===== src/rtl/dsu_ram.sv =====
// ----------------------------------------------------------------------------
// dsu_ram: generic simple dual-port RAM
// One write port and one read port, read data registered.
// ----------------------------------------------------------------------------
module dsu_ram #(
    parameter int WIDTH = 8,
    parameter int DEPTH = 16
) (
    input  logic                     clk,
    input  logic                     we,
    input  logic [$clog2(DEPTH)-1:0] waddr,
    input  logic [WIDTH-1:0]         wdata,
    input  logic [$clog2(DEPTH)-1:0] raddr,
    output logic [WIDTH-1:0]         rdata
);

    logic [WIDTH-1:0] mem [DEPTH];

    always_ff @(posedge clk)
    begin
        if (we)
        begin
            mem[waddr] <= wdata;
        end
        rdata <= mem[raddr];
    end

endmodule


===== config.mk =====
export PLATFORM = sky130hd
export DESIGN_NAME = dsu_ram
export DESIGN_NICKNAME = d
export VERILOG_FILES = /design/src/rtl/dsu_ram.sv
export SDC_FILE = /design/constraint.sdc
export NUM_CORES = 1
export LEC_CHECK = 0
export ABC_AREA = 1
export BUFFER_PORTS_ARGS = -buffer_cell sky130_fd_sc_hd__buf_4
export CORE_MARGIN = 1.5
export CORE_UTILIZATION = 50
export CTS_BUF_LIST = sky130_fd_sc_hd__clkbuf_2 sky130_fd_sc_hd__clkbuf_4 sky130_fd_sc_hd__clkbuf_8
export CTS_CLUSTER_SIZE = 12
export DETAILED_ROUTE_END_ITERATION = 10
export PLACE_DENSITY = 0.7
export REMOVE_ABC_BUFFERS = 1
export SETUP_SLACK_MARGIN = 0.02
export SLEW_MARGIN = 20
export SYNTH_ARGS = -nofsm -noshare
export SYNTH_HDL_FRONTEND = slang
export SYNTH_SLANG_ARGS = --single-unit

===== constraint.sdc =====
create_clock -name clk -period 1.05 [get_ports clk]
set_input_delay 0.21 -clock clk [delete_from_list [all_inputs] [get_ports clk]]
set_output_delay 0.21 -clock clk [all_outputs]
set_load 0.01 [all_outputs]

# Yosys cells after proc, flatten, opt, wreduce, memory -nomap -nowiden
# Memory sizes are Yosys's and may differ from the RTL's. A register that Yosys moved wholly into a read port is not among the register bits.
# Index checks and enable logic that the tools add are counted.
[totals]
memories = 1
regBits = 0
output_inout_bits = 8
ram_bits = 128
input_bits = 18
[mem_list]
columns = ["memory", "depth", "width", "read_ports", "rd_ports_with_merged_regs", "write_ports", "line", "text"]
rows = [
  ["mem", 16, 8, 1, 1, 1, "17", "logic [WIDTH-1:0] mem [DEPTH];"],
]
[op_classes]
muxes = 2
[op_table]
columns = ["cell", "count"]
rows = [
  ["2-to-1 mux 1 bit", 2],
]

# Logic depth before layout (Yosys ltp)
[logic_depth]
ltp_word = 2
mapped_depth = 8
depth_no_buf = 7

# Least setup slack after synthesis
# OpenSTA, ideal clock, no wires.
[synth_path]
path_kind = "input port to flip-flop"
from = "input port waddr[3]"
to = "memory mem[4][0] (enable)"
setup_time_ns = 0.370
t_arrival_ns = 0.791
stages = 2
setup_slack_ns = -0.111
path_cell_list = "nand3b_1 > nor2_1"
[synth_rtl]
columns = ["item", "line", "text"]
rows = [
  ["from (decl)", "11", "input logic [$clog2(DEPTH)-1:0] waddr,"],
  ["to (decl)", "17", ""],
]
# Straight into the memory's write port.

# Worst setup path after layout
[layout_path]
from = "register rdata[7] (read register of mem)"
to = "output port rdata[7]"
[layout_rtl]
columns = ["item", "line", "text"]
rows = [
  ["from (decl)", "14", "output logic [WIDTH-1:0] rdata"],
]
# No word-level cell between the ends.

==> run summary <==
The logs give -0.0734 ns for the final worst slack and 895 for the number of fill cells in the layout. The synthesized area per cell was 10.5 µm². The largest fanout on the critical path is 1. The area fraction of the dominant cell type after synthesis was 0.667. On the critical path, the stage with the largest delay is an instance of sky130_fd_sc_hd__dfxtp_2. Timing would allow up to 890 MHz. The tools report the number of antenna violations at the first check in global routing as 0. The number of nets in the layout was 625; the routed length on met3 was 765 µm. The routed via count was 3844; the post-CTS setup buffer count was 0.

The top layer reached by signal wires was met4. The number of antenna diodes in the final layout is 0. The critical path in this run is classified as reg -> out. The final-layout worst hold slack was 0.0911 ns; the area of the core was 11300 µm². Yosys printed 0 warnings. In the final layout, flip-flops and latches occupy 4010 µm². No sink is reached through more buffers than the 2 on the longest clock path.

The routed design has 12.5 mm of wire. From bottom edge to top edge, the die measures 110 µm. In this run, synthesis inferred 128 flip-flops with an integrated enable. The number of storage elements in the synthesis netlist works out to 136. For the sequential fraction of the synthesis area, the log shows 0.694. For the overall power consumption, the log shows 11.5 mW. The final-report hold violation count is 0, and the total area of multi-input combinational cells is 1250 µm².

Ranked by instance count, the synthesized netlist is headed by 173 x sky130_fd_sc_hd__nand2_1, 128 x sky130_fd_sc_hd__edfxtp_1, 100 x sky130_fd_sc_hd__inv_1. Leading register cell type out of synthesis: sky130_fd_sc_hd__edfxtp_1. The most used standard cell by instance count after synthesis is sky130_fd_sc_hd__nand2_1.

The fraction of final layout cells with drive strength greater than 1 works out to 0.171. During I/O placement, the number of pins put on the boundary was 26. The flow ran to the end, but the final reports show violations. The floorplan step set the die width to 110 µm. The worst setup path is launched from a flop. Using the TritonRoute via totals, the vias-per-cell ratio works out to 5.04.

Buffers placed on the I/O ports in this run total 25. Data arrives at the worst endpoint at 0.91 ns. The run gives 12200 µm² as the full die area. Met2 wire length: 6.28 mm. The post-synth design cell area is 5770 µm², and the post-synthesis to final-layout area growth is 17.5%. In this run the power density over the cells is 1690 nW/µm².

Walking the worst path, the cells encountered are buf_6. The async set-or-reset flop fraction in the synthesized netlist works out to 0. The number of pins with negative max-slew slack in the final report came out at 0. The overall fraction of global-route tracks in use is 0.229. Across the run, the number of max-cap violations was 0. The tools report the remaining global-route overflow as 0.

The logs give 0 for the final antenna-violating net count and 0.509 for the starting utilization of the core area. Top cell type by total area after synthesis: sky130_fd_sc_hd__edfxtp_1. The run gives 17 as the total clock buffers created by CTS. The first TritonRoute pass finished after 7 iterations. Clock transition at the register clock pins on the worst setup and hold paths after CTS: 0.07 ns. The dominant delay contributor by cell family on the critical path is flip-flops. Setup repair after global routing could not meet its margin everywhere. Routability-driven placement finished with a final weighted congestion of 0.847.

The number of placement rows was 39; the number of sinks handled by clock tree synthesis was 136. The checks that failed: negative setup slack. Ranked by total cell area, the synthesized netlist is headed by sky130_fd_sc_hd__edfxtp_1 67%, sky130_fd_sc_hd__nand2_1 11%, sky130_fd_sc_hd__nand3_1 8.4%. STA classifies the critical path endpoint as an output pin. The tree is rooted in a sky130_fd_sc_hd__clkbuf_8. VDD sags by at most 932 µV. The largest incremental delay on the critical path is 0.36 ns, and the HPWL after detailed placement is 8.15 mm. In the final routed layout, each cell accounts on average for 16.4 µm. Once placement completed, the tool counted placed cells totaling 731. The shortest clock period the worst path allows after layout was 1.12 ns. The tools report the total routed wire length on the met1 layer as 5.07 mm. Number of distinct library cell variants in the gate-level netlist after synthesis: 12. At the placement stage, the worst setup path has a slack of -0.228 ns. The count of buffering cells on the critical path with inverters included is 1, and the number of non-filler instances in the completed layout is 763. The run gives 0.803 as the headroom to the max-slew limit. The final period utilization is 1.07, and the via count of the first global-routing pass is 3619.

The later pin in the worst-skew pair is clocked with a latency of 0.45 ns. The number of setup violations in the final report is 8, and the number of H-tree levels is 4. The logs give 38 for the maximum number of pins on one net before global-route repair and 19.4 mm for the first-pass GRT wire length.

For the detailed router's first-iteration violation count, the log shows 298. The slew at the pin closest to its max-slew limit works out to 0.295 ns. TritonCTS built the clock tree. The run gives 0.599 as the utilization of the core after routing. The leakage power is 2.96 nW. In this run the worst hold path is classified as in -> reg.

The number of design rule violations left after detail routing was 0. The data required time of the worst path is 0.84 ns, and the synthesized instance count is 551. Between clock sinks in the finished design, the worst skew comes to 0.0115 ns. Buffers inserted to repair hold after CTS numbered 0.
## power breakdown
group          switching (mW)  total [mW]  internal [mW]
Sequential             0.0486        6.12           6.07
Clock                    1.94        4.48           2.54
Combinational           0.528       0.860          0.331
Total                    2.51        11.5           8.94
## per-stage QoR
stage | cell area, µm² | TNS, ns
6_report | 6780 | -0.384
5_1_grt | 6780 | -0.662
4_1_cts | 6750 | -0.559
3_5_place_dp | 6290 | -17.92
3_3_place_gp | 6290 | -13.77
2_1_floorplan | 5600 | -12.37
## cell type report
cell class,instances,share of cell area
timing repair buffer,61,0.0794
multi-input combinational,289,0.184
clock buffer,17,0.0345
sequential,136,0.592
inverter,102,0.0565
clock inverter,15,0.0271
tap,143,0.0264
## cells by family (layout without fill, tap and decap cells)
group / count (synthesis) / count (layout) / share of synthesized area
flip-flops: 136 / 136 / 0.694
buffers and inverters: 126 / 195 / 0.0952
AND/OR/NAND/NOR: 289 / 289 / 0.210
## layer usage
metal  vias up  global-route usage
met1      1808               0.287
met3        24              0.0641
li1       1884                   -
met4         0               0.109
met2       128               0.369
met5         -                   0
## layout by cell type, fill, tap and decap left out
cell type	netlist	layout
sky130_fd_sc_hd__bufinv_16	0	4
sky130_fd_sc_hd__clkbuf_8	0	17
sky130_fd_sc_hd__nor2_1	17	17
sky130_fd_sc_hd__nand3_4	0	1
sky130_fd_sc_hd__clkinv_4	0	1
sky130_fd_sc_hd__inv_2	2	2
sky130_fd_sc_hd__buf_6	6	8
sky130_fd_sc_hd__dfxtp_2	0	8
sky130_fd_sc_hd__nand2_1	173	173
sky130_fd_sc_hd__buf_12	0	4
sky130_fd_sc_hd__nand3_2	0	4
sky130_fd_sc_hd__clkinv_1	0	2
sky130_fd_sc_hd__edfxtp_1	128	128
sky130_fd_sc_hd__clkinvlp_4	0	3
sky130_fd_sc_hd__clkinv_2	0	5
sky130_fd_sc_hd__inv_1	100	100
sky130_fd_sc_hd__nand3_1	97	92
sky130_fd_sc_hd__buf_4	4	49
sky130_fd_sc_hd__nand3b_1	2	2
## sequential cells by signal, summed over array words and instances, names as in the netlist
name   cells
mem      128
rdata      8
## worst paths after layout
check                                from    endpoint  slack [ns]  cells after the start
worst min-delay path             wdata[0]  mem[13][0]        0.09                      1
worst max register to register  mem[1][2]    rdata[2]        0.09                      6
worst min register to register  mem[2][1]    rdata[1]        0.68                      6
worst max-delay path             rdata[7]    rdata[7]       -0.07                      1
## what timing repair did
item | CTS | global route
resized for setup | 16 | 6
pin swaps | 0 | 3
hold endpoints to repair | 0 | 0
endpoints found under the setup margin | 8 | 10
Power figures use the tool's default switching activity.
